### src/rtl/dtcr_pkg.sv
// ============================================================================
// dtcr_pkg
// shared constants, register codes and types of the depth to color block
// ============================================================================
package dtcr_pkg;

    localparam int IMG_WIDTH  = 640;
    localparam int IMG_HEIGHT = 480;

    localparam int COL_W      = 10;
    localparam int ROW_W      = 9;
    localparam int DEPTH_W    = 16;
    localparam int LEN_W      = 10;
    localparam int GAIN_W     = 32;
    localparam int TERM_W     = 48;
    localparam int CFG_IDX_W  = 3;
    localparam int CFG_DATA_W = 48;
    localparam int FRAC_W     = 16;

    localparam int PROD_W     = GAIN_W + COL_W + 1;
    localparam int Q_W        = TERM_W + 1;
    localparam int SUM_W      = Q_W + 2;
    localparam int COORD_W    = SUM_W - FRAC_W;
    localparam int DIV_CNT_W  = $clog2(TERM_W);

    localparam int QUEUE_DEPTH = 2;
    localparam int QPTR_W      = $clog2(QUEUE_DEPTH);
    localparam int QCNT_W      = $clog2(QUEUE_DEPTH + 1);

    localparam logic [GAIN_W-1:0] GAIN_ONE  = GAIN_W'(65536);
    localparam logic [SUM_W-1:0]  FRAC_MASK = SUM_W'((1 << FRAC_W) - 1);

    typedef enum logic [CFG_IDX_W-1:0] {
        CFG_GAIN_U_COL   = 3'd0,
        CFG_GAIN_U_ROW   = 3'd1,
        CFG_OFFSET_U     = 3'd2,
        CFG_DEPTH_TERM_U = 3'd3,
        CFG_GAIN_V_COL   = 3'd4,
        CFG_GAIN_V_ROW   = 3'd5,
        CFG_OFFSET_V     = 3'd6,
        CFG_DEPTH_TERM_V = 3'd7
    } t_cfg_idx;

    typedef enum logic [5:0] {
        F_IDLE = 6'b000001,
        F_MUL  = 6'b000010,
        F_DIV  = 6'b000100,
        F_SUM  = 6'b001000,
        F_CLS  = 6'b010000,
        F_PUSH = 6'b100000
    } t_fstate;

    typedef struct packed {
        logic               fs;
        logic               keep;
        logic [COL_W-1:0]   u;
        logic [ROW_W-1:0]   v;
        logic [DEPTH_W-1:0] depth;
    } t_entry;

endpackage

### src/rtl/dtcr_queue.sv
// ============================================================================
// dtcr_queue
// short word queue between the mapping front and the run back end
// ============================================================================
module dtcr_queue (
    input  logic             i_clk,
    input  logic             i_rst_n,
    input  logic             i_push,
    input  dtcr_pkg::t_entry i_push_ent,
    output logic             o_full,
    input  logic             i_pop,
    output logic             o_vld,
    output dtcr_pkg::t_entry o_pop_ent
);

    dtcr_pkg::t_entry              r_mem [dtcr_pkg::QUEUE_DEPTH];
    logic [dtcr_pkg::QPTR_W-1:0]   r_wp;
    logic [dtcr_pkg::QPTR_W-1:0]   r_rp;
    logic [dtcr_pkg::QCNT_W-1:0]   r_cnt;

    logic do_push;
    logic do_pop;

    assign o_full  = (r_cnt == dtcr_pkg::QCNT_W'(dtcr_pkg::QUEUE_DEPTH));
    assign o_vld   = (r_cnt != '0);
    assign do_push = i_push && !o_full;
    assign do_pop  = i_pop && o_vld;

    always_ff @(posedge i_clk) begin
        if (!i_rst_n) begin
            r_wp  <= '0;
            r_rp  <= '0;
            r_cnt <= '0;
        end else begin
            if (do_push) r_wp <= r_wp + 1'b1;
            if (do_pop)  r_rp <= r_rp + 1'b1;
            case ({do_push, do_pop})
                2'b10:   r_cnt <= r_cnt + 1'b1;
                2'b01:   r_cnt <= r_cnt - 1'b1;
                default: r_cnt <= r_cnt;
            endcase
        end
    end

    always_ff @(posedge i_clk) begin
        if (do_push) r_mem[r_wp] <= i_push_ent;
    end

    assign o_pop_ent = r_mem[r_rp];

endmodule

### config.mk
export PLATFORM = sky130hd
export DESIGN_NAME = dtcr_queue
export DESIGN_NICKNAME = d
export VERILOG_FILES = /design/src/rtl/dtcr_pkg.sv /design/src/rtl/dtcr_queue.sv
export SDC_FILE = /design/constraint.sdc
export NUM_CORES = 1
export LEC_CHECK = 0
export ABC_AREA = 1
export ABC_CLOCK_PERIOD_IN_PS = 2700
export BUFFER_PORTS_ARGS = -buffer_cell sky130_fd_sc_hd__buf_2
export CAP_MARGIN = 20
export CORE_ASPECT_RATIO = 2
export CORE_MARGIN = 5
export CORE_UTILIZATION = 47
export CTS_CLUSTER_DIAMETER = 50
export DETAILED_ROUTE_END_ITERATION = 8
export GPL_TIMING_DRIVEN = 0
export PLACE_DENSITY_LB_ADDON = 0.2
export SLEW_MARGIN = 10
export SYNTH_ARGS = -nofsm -noshare
export SYNTH_HDL_FRONTEND = slang
export SYNTH_SLANG_ARGS = --single-unit
### constraint.sdc
create_clock -name i_clk -period 2.7 [get_ports i_clk]
set_input_delay 0.27 -clock i_clk [delete_from_list [all_inputs] [get_ports i_clk]]
set_output_delay 0.27 -clock i_clk [all_outputs]
set_load 0.01 [all_outputs]
==> results.toml, run 1 <==
[critical_path]
cp-end-kind = "output port"
crit_arrival_ns = 1.43
path_cells = "buf_6, buf_12, mux2_4, buf_2"
critPathLaunchType = "flip-flop"
cpLargestDelayFamily = "buffers and inverters"
cp_max_fo = 10
critPathKind = "flip-flop to output port"
slowest_delay_ns = 0.32
critPathSlowestCell = "dfxtp_1"
critPathRequiredTime_ns = 2.43
path_buf_inv = 3

[placement]
dp_cells = 320
place.port_buffers = 79
place_congestion = 0.671
place_hpwl_um = 3510
post-place-ws_ns = 1.06

[floorplan]
io_pins = 80
initial_core_util = 0.482
dieArea_um2 = 8340
placement_rows = 41
die_width_um = 67.1
core-area_um2 = 6360
die_h_um = 124

[route]
drt_iter0_markers = 69
viasPerCell = 4.71
drt_wl_total_um = 4930
remaining_drc_errors = 0
vias = 1581
wl_per_cell_um = 14.7
ant_nets = 0
firstDrtPassIters = 4

[cells_and_area]
antenna_cells = 0
most-common-layout-cells = "buf_2, edfxtp_1, mux2_4"
syn_to_final_growth_pct = 26.5
utilization = 0.610
final_cells = 336
nets = 287
final_common_cell = "buf_2"
drive_above_1_share = 0.540

[synthesis]
avgSynthCellArea_um2 = 20.1
synthCells = 153
synth_seq_area_share = 0.757
ys_ff_latch = 79
syn-num-nets = 195
ys_warn_count = 0
syn-cell-area_um2 = 3070
synth_cell_types = 16

[cts]
clk_latency_ns = 0.33
cts_root_buffer = "clkbuf_16"
cts_tree = "yes"
cts-buffers-inserted = 9
cts_resized = 0
cts_max_level = 3
cts_sinks = 79
cts_hold_buf = 0
path_clk_slew_ns = 0.05
clock_path_buffers = 2
post_cts_buffers = 0

[outcome]
status = "finished clean"

[power]
pwr-share-seq = 0.466
power.density_nw_per_um2 = 852
power.switching_w = 0.000782
leakage_nw = 1.55
ir_worst_vdd_mv = 0.552
clkPwrFrac = 0.314
p_int_w = 0.00252
swShare = 0.237
pwr-share-comb = 0.220

[global_routing]
grt_pass1_wl_um = 7520
track_usage = 0.128
grt_pass1_vias = 1642
grt_max_degree = 30
antenna_found_initial = 0
overflow = 0

[job]
max-cap-violations = 0

[sta]
holdWs_ns = 0.130
setup_slack_ns = 0.999
max_slew_margin = 0.743
post-route-period-util = 0.630
finalHoldViolCount = 0
setup_viol = 0
fin_skew_ns = 0.00402
worstMarginPinSlew_ns = 0.385
fin_crit_ns = 1.70
rsz0062_at_grt = "no"
slew_viol_final = 0
fmax_ghz = 0.588

[hold_path]
min_path_type = "input pin to flip-flop"
-- through the flow --
stage,total power (W),setup TNS [ns],area (um^2)
2_1_floorplan,0.00205,0,3070
3_3_place_gp,0.00228,-34.66,3570
3_5_place_dp,0.00231,0,3620
4_1_cts,0.00336,0,3880
5_1_grt,0.00346,0,3880
6_report,0.00330,0,3880
-- sequential cells by signal, indices dropped and copies added, names as in the netlist, named ones only --
register and flops:
r_cnt 2, r_wp 1, r_rp 1, r_mem 74
-- layout make-up --
cell class                 count  area (um^2)
clock buffer                  15          258
inverter                       7         26.3
multi-input combinational     63          656
sequential                    79         2320
tap                           86          108
clock inverter                 1         3.75
buffer                         4         71.3
fill                         525         2480
timing repair buffer          81          435
-- cell usage after synthesis --
library cell	n	share of area
ha_1	1	0.0041
a21oi_1	1	0.0016
inv_1	7	0.0086
nand4_1	1	0.0020
nor2_1	11	0.013
mux2_2	7	0.026
nor2_2	1	0.0020
buf_6	1	0.0037
o21a_1	1	0.0024
dfxtp_1	5	0.033
nand3_1	1	0.0016
nand2_1	8	0.0098
o21ai_0	1	0.0016
edfxtp_1	74	0.72
buf_12	3	0.020
mux2_4	30	0.15
-- power by group through the flow --
stage | sequential, W | clock [W] | combinational (W)
6_report | 0.00154 | 0.00104 | 0.000726
5_1_grt | 0.00155 | 0.00112 | 0.000788
4_1_cts | 0.00154 | 0.00107 | 0.000746
3_5_place_dp | 0.00156 | 0 | 0.000743
3_3_place_gp | 0.00157 | 0 | 0.000714
2_1_floorplan | 0.00156 | 0 | 0.000496
-- per-layer routing --
metal,up-vias,wire length [um],global-route usage
li1,763,-,-
met1,758,1580,0.108
met2,52,2850,0.229
met3,8,374,0.0532
met4,0,128,0.0789
met5,-,0,0
-- kinds of logic after synthesis --
logic type | share of synthesized area
mux | 0.173
simple gates | 0.0290
flops | 0.757
fa+ha+maj | 0.00408
buf+inv | 0.0318
compound gates | 0.00571
-- final timing paths --
path                       start            end  slack, ns  cells past startpoint
hold reg to reg             r_rp           r_rp       0.50                      2
hold / removal    i_push_ent[23]   r_mem[1][23]       0.13                      1
setup / recovery       flip-flop  o_pop_ent[29]        1.0                      4
setup reg to reg        r_cnt[0]   r_mem[0][20]       1.08                      5
Note: power is estimated with default switching activity, not from simulation.
==> inputs of run 2 (changes only) <==
ABC_CLOCK_PERIOD_IN_PS = 1600   (was 2700)
CORE_UTILIZATION = 52   (was 47)
clock period = 1.6 ns   (was 2.7 ns; I/O delays follow)
==> results.toml, run 2 (synthesis results as in run 1) <==
[outcome]
status = "finished clean"

[route]
firstDrtPassIters = 4
wl_per_cell_um = 17.1
drt_iter0_markers = 50
drt-met1-wl_um = 1950
vias = 1625
drt_wl_total_um = 5380
highest_layer = "met4"
dr_wl_met2_um = 2950
remaining_drc_errors = 0
ant_nets = 0
wl_met3_um = 369
viasPerCell = 5.16

[cells_and_area]
most-common-layout-cells = "edfxtp_1, buf_2, mux2_4"
final_cells = 315
nets = 292
top_register = "r_mem"
antenna_cells = 0
drive_above_1_share = 0.579
largest_reg_flops = 74
utilization = 0.712
syn_to_final_growth_pct = 32.5
final_area_um2 = 4070
largest_registers = "r_mem: 74 flops, r_cnt: 2 flops"
final_common_cell = "edfxtp_1"

[job]
max-cap-violations = 0

[critical_path]
critPathLaunchType = "flip-flop"
critPathSlowestCell = "dfxtp_2"
cpLargestDelayFamily = "buffers and inverters"
path_buf_inv = 3
cp-end-kind = "output port"
slowest_delay_ns = 0.34
path_cells = "buf_12, buf_12, mux2_4, buf_2"
critPathMostFrequentCell = "buf_12"
crit_arrival_ns = 1.39
critPathKind = "flip-flop to output port"
critPathRequiredTime_ns = 1.44
cp_max_fo = 10

[sta]
max_slew_margin = 0.811
post-route-period-util = 0.969
fin_skew_ns = 0.00335
setup_viol = 0
rsz0062_at_grt = "yes"
finalHoldViolCount = 0
fin_crit_ns = 1.55
slew_viol_final = 0
fin_tns_setup_ns = 0
fmax_ghz = 0.645
worstMarginPinSlew_ns = 0.283
setup_slack_ns = 0.0496

[placement]
place.port_buffers = 79
place_congestion = 0.676
place_hpwl_um = 3520
dp_cells = 293
placed_cell_area_um2 = 3570
post-place-ws_ns = -0.351

[floorplan]
die_h_um = 119
dieArea_um2 = 7630
io_pins = 80
initial_core_util = 0.537
core-area_um2 = 5710
placement_rows = 39
die_width_um = 64.3

[cts]
clk_latency_ns = 0.32
cts_sinks = 79
cts_max_level = 3
cts_tree = "yes"
cts_root_buffer = "clkbuf_16"
clock_path_buffers = 2
cts-buffers-inserted = 9
path_clk_slew_ns = 0.05

[power]
ir_worst_vdd_mv = 1.21
leakage_nw = 1.62
power.density_nw_per_um2 = 1430

[global_routing]
grt_pass1_vias = 1727
grt_pass1_wl_um = 8180
grt_max_degree = 20
overflow = 0
track_usage = 0.146
antenna_found_initial = 0

[hold_path]
min_path_type = "input pin to flip-flop"
## run 2: cell count changes in the layout (fill, tap and decap cells not counted), moves of 2 or more
cell        previous run  this run
nor2_4                 1         4
buf_12                 5         9
dfxtp_2                0         3
buf_2                 79        60
buf_6                  1        19
inv_1                  6         4
dfxtp_1                5         2
clkinvlp_4             0         2
## run 2: routing by layer
layer	track usage	vias up
met5	0	-
met4	0.0752	0
met3	0.0617	8
met2	0.250	58
met1	0.145	781
li1	-	778
## run 2: worst paths after layout
path / from / to / slack, ns / depth (start not counted)
worst max-delay path: flip-flop / o_pop_ent[22] / 0.05 / 4
worst min-delay path: i_push_ent[9] / r_mem[0][9] / 0.02 / 1
worst max register to register: r_cnt[1] / r_cnt[1] / 0.21 / 10
worst min register to register: r_rp / r_rp / 0.50 / 2
## run 2: metrics by stage
| stage | total power (W) | hold WS [ns] |
|---|---|---|
| floorplan | 0.00349 | 0.259 |
| global placement | 0.00387 | 0.347 |
| detailed placement | 0.00390 | 0.351 |
| CTS | 0.00567 | 0.00752 |
| global route | 0.00608 | 0.00369 |
| finish | 0.00580 | 0.0221 |
## run 2: cell type report
type                            instances  area [um^2]
Sequential cell                        79         2330
Fill cell                             391         1640
Multi-Input combinational cell         64          682
Timing Repair Buffer                   84          614
Clock buffer                           13          240
Buffer                                  4         80.1
Tap cell                               61         76.3
Inverter                                7         30.0
Clock inverter                          2         8.76
Timing Repair inverter                  1         7.51
## run 2: repair_timing
| action | 4_1_cts | 5_1_grt |
|---|---|---|
| endpoints found under the hold margin | 0 | 0 |
| gates cloned | 2 | 0 |
| pin swaps | 1 | 2 |
| buffers inserted | 1 | 4 |
| hold buffers | 0 | 0 |
| gates resized for setup | 4 | 21 |
| setup endpoints to repair | 104 | 105 |
## run 2: report_power, final
part | total [W] | internal (W) | leakage [nW] | switching [W]
logic | 0.00148 | 0.000829 | 0.761 | 0.000647
clock network | 0.00170 | 0.00103 | 0.121 | 0.000670
registers | 0.00262 | 0.00253 | 0.734 | 0.0000867
total | 0.00580 | 0.00440 | 1.62 | 0.00140
