**src/rtl/dtcr_pkg.sv**
```systemverilog
// ============================================================================
// dtcr_pkg
// shared constants, register codes and types of the depth to color block
// ============================================================================
package dtcr_pkg;

    localparam int IMG_WIDTH  = 640;
    localparam int IMG_HEIGHT = 480;

    localparam int COL_W      = 10;
    localparam int ROW_W      = 9;
    localparam int DEPTH_W    = 16;
    localparam int LEN_W      = 10;
    localparam int GAIN_W     = 32;
    localparam int TERM_W     = 48;
    localparam int CFG_IDX_W  = 3;
    localparam int CFG_DATA_W = 48;
    localparam int FRAC_W     = 16;

    localparam int PROD_W     = GAIN_W + COL_W + 1;
    localparam int Q_W        = TERM_W + 1;
    localparam int SUM_W      = Q_W + 2;
    localparam int COORD_W    = SUM_W - FRAC_W;
    localparam int DIV_CNT_W  = $clog2(TERM_W);

    localparam int QUEUE_DEPTH = 2;
    localparam int QPTR_W      = $clog2(QUEUE_DEPTH);
    localparam int QCNT_W      = $clog2(QUEUE_DEPTH + 1);

    localparam logic [GAIN_W-1:0] GAIN_ONE  = GAIN_W'(65536);
    localparam logic [SUM_W-1:0]  FRAC_MASK = SUM_W'((1 << FRAC_W) - 1);

    typedef enum logic [CFG_IDX_W-1:0] {
        CFG_GAIN_U_COL   = 3'd0,
        CFG_GAIN_U_ROW   = 3'd1,
        CFG_OFFSET_U     = 3'd2,
        CFG_DEPTH_TERM_U = 3'd3,
        CFG_GAIN_V_COL   = 3'd4,
        CFG_GAIN_V_ROW   = 3'd5,
        CFG_OFFSET_V     = 3'd6,
        CFG_DEPTH_TERM_V = 3'd7
    } t_cfg_idx;

    typedef enum logic [5:0] {
        F_IDLE = 6'b000001,
        F_MUL  = 6'b000010,
        F_DIV  = 6'b000100,
        F_SUM  = 6'b001000,
        F_CLS  = 6'b010000,
        F_PUSH = 6'b100000
    } t_fstate;

    typedef struct packed {
        logic               fs;
        logic               keep;
        logic [COL_W-1:0]   u;
        logic [ROW_W-1:0]   v;
        logic [DEPTH_W-1:0] depth;
    } t_entry;

endpackage

```
**src/rtl/dtcr_back.sv**
```systemverilog
// ============================================================================
// dtcr_back
// tracks the last written column and builds run-write descriptors
// ============================================================================
module dtcr_back (
    input  logic                          i_clk,
    input  logic                          i_rst_n,
    input  logic                          i_q_vld,
    input  dtcr_pkg::t_entry              i_q_ent,
    output logic                          o_pop,
    output logic                          o_out_valid,
    input  logic                          i_out_stall,
    output logic [dtcr_pkg::ROW_W-1:0]    o_run_row,
    output logic [dtcr_pkg::COL_W-1:0]    o_run_first_col,
    output logic [dtcr_pkg::LEN_W-1:0]    o_run_length,
    output logic [dtcr_pkg::DEPTH_W-1:0]  o_run_value
);

    logic                          r_out_vld;
    logic [dtcr_pkg::COL_W-1:0]    r_lwc;
    logic [dtcr_pkg::ROW_W-1:0]    r_row;
    logic [dtcr_pkg::COL_W-1:0]    r_first;
    logic [dtcr_pkg::LEN_W-1:0]    r_len;
    logic [dtcr_pkg::DEPTH_W-1:0]  r_val;

    logic [dtcr_pkg::COL_W-1:0]    base;
    logic [dtcr_pkg::COL_W:0]      base_p1;
    logic                          ahead;
    logic [dtcr_pkg::COL_W-1:0]    n_first;
    logic [dtcr_pkg::LEN_W-1:0]    n_len;
    logic                          taken;

    assign taken   = r_out_vld && !i_out_stall;
    assign o_pop   = i_q_vld && (!r_out_vld || !i_out_stall);

    assign base    = i_q_ent.fs ? '0 : r_lwc;
    assign base_p1 = {1'b0, base} + 1'b1;
    assign ahead   = {1'b0, i_q_ent.u} > base_p1;
    assign n_first = ahead ? base_p1[dtcr_pkg::COL_W-1:0] : i_q_ent.u;
    assign n_len   = ahead ? dtcr_pkg::LEN_W'(i_q_ent.u - base) : dtcr_pkg::LEN_W'(1);

    always_ff @(posedge i_clk) begin
        if (!i_rst_n) begin
            r_out_vld <= 1'b0;
            r_lwc     <= '0;
        end else begin
            if (o_pop && i_q_ent.keep) begin
                r_out_vld <= 1'b1;
            end else if (taken) begin
                r_out_vld <= 1'b0;
            end
            if (o_pop) begin
                if (i_q_ent.keep) begin
                    r_lwc <= i_q_ent.u;
                end else if (i_q_ent.fs) begin
                    r_lwc <= '0;
                end
            end
        end
    end

    always_ff @(posedge i_clk) begin
        if (o_pop && i_q_ent.keep) begin
            r_row   <= i_q_ent.v;
            r_first <= n_first;
            r_len   <= n_len;
            r_val   <= i_q_ent.depth;
        end
    end

    assign o_out_valid     = r_out_vld;
    assign o_run_row       = r_row;
    assign o_run_first_col = r_first;
    assign o_run_length    = r_len;
    assign o_run_value     = r_val;

endmodule

```
**config.mk**
```make
export PLATFORM = sky130hd
export DESIGN_NAME = dtcr_back
export DESIGN_NICKNAME = d
export VERILOG_FILES = /design/src/rtl/dtcr_pkg.sv /design/src/rtl/dtcr_back.sv
export SDC_FILE = /design/constraint.sdc
export NUM_CORES = 1
export LEC_CHECK = 0
export BUFFER_PORTS_ARGS = -buffer_cell sky130_fd_sc_hd__buf_2
export CAP_MARGIN = 20
export CORE_ASPECT_RATIO = 0.7
export CORE_UTILIZATION = 46
export DETAILED_ROUTE_END_ITERATION = 8
export GPL_TIMING_DRIVEN = 0
export MAX_ROUTING_LAYER = met4
export PLACE_DENSITY_LB_ADDON = 0.1
export SYNTH_ARGS = -nofsm -noshare
export SYNTH_HDL_FRONTEND = slang
export SYNTH_SLANG_ARGS = --single-unit
```
**constraint.sdc**
```tcl
create_clock -name i_clk -period 3.32 [get_ports i_clk]
set_input_delay 0.996 -clock i_clk [delete_from_list [all_inputs] [get_ports i_clk]]
set_output_delay 0.996 -clock i_clk [all_outputs]
set_load 0.1 [all_outputs]
```
==> results.json, run 1 <==
{
  "violations": "setup timing",
  "hold_slack_ns": 0.491,
  "grt_max_degree": 39,
  "numClockSinks": 56,
  "met1_usage_pct": 27.8,
  "path_class": "in -> reg",
  "yosys-top-cells-area": "edfxtp_1, dfxtp_1, ha_1",
  "outcome": "finished with violations",
  "drv_cap": 0,
  "fin_area_um2": 3810,
  "wl_per_cell_um": 15.3,
  "synth_cells": 232,
  "synth-simple-area-share_pct": 14.3,
  "grt_overflow": 0,
  "post-route-period-util_pct": 101,
  "async_reset_ff_share_pct": 0,
  "routed_wl_um": 6400,
  "htreeDepth": 2,
  "leakage_nw": 1.58,
  "fp.dieW_um": 95.5,
  "syn-cell-area_um2": 2820,
  "timing.fmax_mhz": 298,
  "cts_tree": "done",
  "viasPerCell": 5.13,
  "initial_core_util_pct": 48.5,
  "yosys.area_share.adder_pct": 7.82,
  "worstSetupEndpointType": "flop",
  "postSynthAreaPerCell_um2": 12.1,
  "die_y_um": 67.5,
  "grt_use_met3_pct": 3.94,
  "gp_congestion": 0.846,
  "drtPass1Iterations": 4,
  "cp.arrival_ns": 3.50,
  "clock_latency_ns": 0.30,
  "synth_compound_area_share_pct": 9.68,
  "synth_edf_count": 45,
  "grt_pass1_wl_um": 9450,
  "clk_transition_reported_paths_ns": 0.09,
  "synth_cell_types": 45,
  "slew_violations": 0,
  "cp_max_fo": 6,
  "ys_seq_area_share_pct": 55.8,
  "final_nets": 400,
  "grt_pass1_vias": 1952,
  "yosys.area_share.xor_xnor_pct": 5.29,
  "grt_use_total_pct": 20.5,
  "slew_headroom_pct": 55.6,
  "drc": 0,
  "final_hold_viol_count": 0,
  "cts-root-buf": "clkbuf_8",
  "synthMuxAreaShare_pct": 3.20,
  "synth_commonest_cells": "edfxtp_1, inv_1, nor2_1",
  "grt_setup_unrepaired": "yes",
  "die-area_um2": 6440,
  "clock_tree.buffer_depth": 2,
  "setup_viol": 3,
  "peakVddDrop_mv": 0.234,
  "fin_skew_ns": 0.00508,
  "worst_pin_slew_ns": 0.662,
  "finalCriticalPeriod_ns": 3.36,
  "cp.required_ns": 3.47,
  "placed_cell_area_um2": 3370,
  "io_pins": 88,
  "synth-warning-count": 0,
  "diodes": 0,
  "finalSetupTns_ns": -0.0577,
  "postRouteAntennaNets": 0,
  "antenna_found_initial": 0,
  "critPathLaunchType": "input port",
  "first_iter_violations": 100,
  "cts_buffers": 5,
  "fin_ws_ns": -0.0351,
  "synth_top_family_by_area": "simple AND/OR/NAND/NOR gates",
  "synth.top_cell.area_share_pct": 48.0,
  "gr-max-usage-layer": "met2",
  "ys_seq_elements": 56,
  "fp-row-count": 23,
  "yosys.area.top_type": "edfxtp_1",
  "dpl.hpwl_um": 4490,
  "powerDensity_nw_per_um2": 460,
  "syn2layout_area_growth_pct": 35.5,
  "ys.flop_type": "edfxtp_1",
  "vias": 2144,
  "io_buffers": 87,
  "layout-drive-gt1-share_pct": 42.6,
  "syn_nets": 290,
  "synth.most_common_cell": "edfxtp_1",
  "finish.utilization_pct": 65.6,
  "core_area_um2": 5810,
  "report.power.total_mw": 1.76,
  "holdCritPathClass": "reg -> reg",
  "met2_usage_pct": 31.5
}
-- final cells by class --
type	instances	area (um^2)
buffer	5	47.5
clock buffer	5	68.8
clock inverter	3	42.5
fill	476	2000
inverter	18	67.6
multi-input combinational	153	1320
sequential	56	1570
tap	75	93.8
timing repair buffer	103	603
-- placed cells by master (no fill, tap or decap), types with 3 or more instances in the layout --
cell type	synthesis	routed
a21oi_1	4	3
mux2i_1	9	8
buf_12	1	4
buf_6	1	3
xor2_1	6	6
xnor2_2	0	3
nor2_1	17	7
o21ai_0	6	6
buf_2	0	86
xnor2_1	11	8
nand2b_1	8	7
ha_1	16	15
nor2b_1	16	14
a21o_1	4	4
a22oi_1	10	10
nand2_1	8	7
dfxtp_1	11	11
nor2_4	0	7
edfxtp_1	45	45
buf_4	0	12
nand3_1	4	3
inv_1	18	18
clkbuf_8	0	5
nor2_2	0	3
-- critical path, stage by stage --
cell,delay [ns]
buf_12,0.11
nand3b_1,0.20
nor2_2,0.13
buf_4,0.13
nand2_2,0.07
xnor2_2,0.15
ha_1,0.30
nand3_2,0.08
or3b_4,0.38
o32a_4,0.25
o211ai_4,0.21
buf_6,0.18
buf_6,0.12
mux2i_1,0.20
-- path summary, 6_finish.rpt --
path | start | end | slack [ns] | cells past startpoint
setup reg to reg | r_lwc[0] | o_run_first_col[3] | 0.17 | 13
setup / recovery | i_q_ent[36] | o_run_first_col[3] | -0.04 | 14
hold / removal | o_out_valid | o_out_valid | 0.49 | 2
hold reg to reg | o_out_valid | o_out_valid | 0.49 | 2
-- registers in the layout (all words and copies together) (netlist names) --
name	cells
o_run_value	16
o_run_first_col	10
o_run_length	10
r_lwc	10
o_run_row	9
o_out_valid	1
-- cells by family after synthesis --
| kind of cell | count (synthesis) |
|---|---|
| and+or+nand+nor | 72 |
| DFF | 56 |
| AOI/OAI and AO/OA | 38 |
| buffers and inverters | 23 |
| xor gates and xnor gates | 17 |
| adders and majority gates | 17 |
| muxes | 9 |
-- routing by layer --
metal  up-vias  routed length, um
li1       1061                  -
met1      1006               2950
met3         6                336
met2        71               3030
met4         0                 80
met5         -                  0
-- stage by stage --
step	cells	worst slack [ns]
final	418	-0.0351
after CTS	412	-0.0877
after global routing	418	-0.152
after floorplan	232	-0.0923
after detailed placement	395	-0.637
after global placement	394	-0.601
-- power by group --
group	switching [mW]	total (mW)	internal (mW)	leakage [nW]
Clock	0.217	0.440	0.224	0.0558
Combinational	0.353	0.499	0.146	1.00
Sequential	0.0149	0.817	0.802	0.515
Total	0.584	1.76	1.17	1.58
-- repair_timing --
item,in CTS,in global routing
pin swaps,11,20
gates resized for setup,19,28
cloned,2,0
hold buffers,0,0
setup endpoints to repair,19,19
buffers inserted,7,8
(Power assumes the default switching activity.)
==> inputs of run 2 (changes only) <==
- ABC_AREA: default -> 1
- CORE_UTILIZATION: 46 -> 47
==> run 2 against run 1 <==
Compared with the run above: the flow finishes with violations (DRC); design area up 1.5%; worst hold slack better by 0.016 ns; sequential share of layout area down 0.61 points; synthesized cell count rose by 39%.
==> results.json, run 2 <==
{
  "htreeDepth": 2,
  "met1_usage_pct": 28.6,
  "r2r_end": "o_run_first_col[8]",
  "wl_per_cell_um": 13.7,
  "postRouteAntennaNets": 0,
  "yosys-top-cells-area": "edfxtp_1, nand2_1, dfxtp_1",
  "grt_pass1_wl_um": 10800,
  "routed_wl_um": 7010,
  "synth-warning-count": 0,
  "async_reset_ff_share_pct": 0,
  "antenna_found_initial": 0,
  "ys.flop_type": "edfxtp_1",
  "ff2ff_setup_slack_ns": 0.51,
  "finalCriticalPeriod_ns": 3.26,
  "viasPerCell": 5.03,
  "cp_num_buf_inv": 6,
  "numClockSinks": 56,
  "slowest_stage": "ha_4",
  "cpPeakStageDelay_ns": 0.27,
  "drtPass1Iterations": 8,
  "die-area_um2": 6800,
  "ys_seq_area_share_pct": 51.7,
  "yosys.area.top_type": "edfxtp_1",
  "dpl.hpwl_um": 5140,
  "fin_ws_ns": 0.0580,
  "cts_tree": "done",
  "clock_latency_ns": 0.32,
  "synth.most_common_cell": "nand2_1",
  "synth_commonest_cells": "nand2_1, edfxtp_1, inv_1",
  "timing.rr.start": "r_lwc[4]",
  "post-route-period-util_pct": 98.3,
  "grt_use_total_pct": 21.0,
  "final_nets": 489,
  "num-fill-cells": 553,
  "cp.arrival_ns": 3.35,
  "violations": "DRC",
  "slew_headroom_pct": 60.9,
  "synth_cell_types": 32,
  "drc": 4,
  "path_class": "in -> reg",
  "fp-row-count": 24,
  "synth.top_cell.area_share_pct": 44.5,
  "crit_family": "simple AND/OR/NAND/NOR gates",
  "final_hold_viol_count": 0,
  "core_area_um2": 6250,
  "timing.fmax_mhz": 307,
  "cts_buffers": 5,
  "holdCritPathClass": "reg -> reg",
  "holdPathEnd": "r_lwc[8]",
  "worstHoldPathCells": 2,
  "startpoint": "i_q_ent[36]",
  "worst_pin_slew_ns": 0.587,
  "synth_cells": 323,
  "syn2layout_area_growth_pct": 27.4,
  "syn-cell-area_um2": 3040,
  "io_buffers": 87,
  "critPathLaunchType": "input port",
  "io_pins": 88,
  "die_y_um": 69.3,
  "leakage_nw": 1.74,
  "finish.utilization_pct": 62.0,
  "crit_top_cell": "nand2_1",
  "final_common_cell": "buf_2",
  "cp.depth": 19,
  "holdBufCountCts": 0,
  "clock_tree.buffer_depth": 2,
  "outcome": "finished with violations",
  "syn_nets": 381,
  "cp.required_ns": 3.41,
  "cts-root-buf": "clkbuf_8",
  "grt_use_met3_pct": 3.63,
  "initial_core_util_pct": 48.7,
  "gp_congestion": 0.903,
  "setup_viol": 0,
  "largest_register_ffs": 16,
  "mostFrequentLayoutCells": "buf_2, nand2_1, edfxtp_1",
  "layout-drive-gt1-share_pct": 35.2,
  "reg2regPathDepth": 15,
  "crit_chain": "buf_4 > inv_8 > nand2_2 > nor2_2 > nand2_2 > inv_2 > nand3_2 > nand2_1 > inv_1 > nor2_2 > inv_1 > ha_4 > nand3_1 > nor3_2 > nand4_1 > buf_6 > a21boi_0 > nand2_1 > nand2_1",
  "gr-max-usage-layer": "met2",
  "clk_transition_reported_paths_ns": 0.11,
  "worstSetupEndpointType": "flop",
  "slew_violations": 0,
  "met2_usage_pct": 32.3,
  "powerDensity_nw_per_um2": 455,
  "diodes": 0,
  "min_from": "r_lwc[8]",
  "cp_max_fo": 6,
  "grt_overflow": 0,
  "ys_seq_elements": 56,
  "report.power.total_mw": 1.76,
  "synth_edf_count": 45,
  "first_iter_violations": 138,
  "drv_cap": 0,
  "vias": 2564,
  "fp.dieW_um": 98.1,
  "postSynthAreaPerCell_um2": 9.41,
  "pre_cts_slack_ns": -0.529,
  "peakVddDrop_mv": 0.251,
  "fin_skew_ns": 0.00786,
  "grt_pass1_vias": 2264,
  "grt_max_degree": 37
}
[run 2: changes by cell type after synthesis, moves of 9 or more]
cell     change
nand2_1     +67
inv_1       +26
nor2b_1     -16
mux2i_1      -9
a21oi_1     +23
nand4_1      +9
a22oi_1     -10
[run 2: tightest hold or removal path, stage by stage, from the launching register on]
cell     delay (ns)
dfxtp_1        0.33
nand3_1        0.08
a21oi_1        0.06
[run 2: layer usage]
| layer | wire (um) | vias up | part of all wire [%] |
|---|---|---|---|
| li1 | - | 1292 | - |
| met1 | 3420 | 1176 | 49 |
| met2 | 3080 | 86 | 44 |
| met3 | 407 | 10 | 5.8 |
| met4 | 98 | 0 | 1.4 |
| met5 | 0 | - | 0 |
[run 2: worst max-delay path by stage]
stage                          to  slack, ns
6_report       o_run_first_col[8]       0.06
4_1_cts        o_run_first_col[8]      0.002
3_3_place_gp   o_run_first_col[8]      -0.50
5_1_grt        o_run_first_col[8]      -0.02
3_5_place_dp   o_run_first_col[8]      -0.53
2_1_floorplan               o_pop       0.13
[run 2: cell type report]
type | instances | area [um^2] | share of cell area [%]
Inverter | 45 | 176 | 4.56
Buffer | 8 | 53.8 | 1.39
Multi-Input combinational cell | 215 | 1330 | 34.4
Timing Repair Buffer | 100 | 546 | 14.1
Clock inverter | 3 | 27.5 | 0.711
Clock buffer | 5 | 68.8 | 1.78
Sequential cell | 56 | 1570 | 40.6
Tap cell | 78 | 97.6 | 2.52
[run 2: cells by family after synthesis]
logic type | Yosys count | share of synthesized area, %
AND/OR/NAND/NOR | 142 | 22.9
flip-flops | 56 | 51.7
buffers and inverters | 53 | 7.29
AO/OA/AOI/OAI | 44 | 7.66
adder cells (fa/ha/maj) | 17 | 7.25
XOR/XNOR | 11 | 3.17
[run 2: report_power, final]
part,switching (mW),internal [mW]
clock network,0.250,0.156
registers,0.0138,0.808
logic,0.398,0.135
total,0.662,1.10
[run 2: per-stage QoR]
stage / hold WS [ns] / cells / area [um^2] / TNS [ns]
floorplan: 0.465 / 323 / 3040 / 0
global placement: 0.480 / 488 / 3570 / -24.16
detailed placement: 0.493 / 489 / 3600 / -7.21
CTS: 0.507 / 499 / 3730 / 0
global route: 0.539 / 510 / 3870 / -0.0551
finish: 0.507 / 510 / 3870 / 0
[run 2: timing repair]
item                                    CTS  global route
buffers inserted                          2            10
endpoints found under the setup margin   20            20
cloned                                    0             1
pin swaps                                 2             8
resized for setup                         4            19
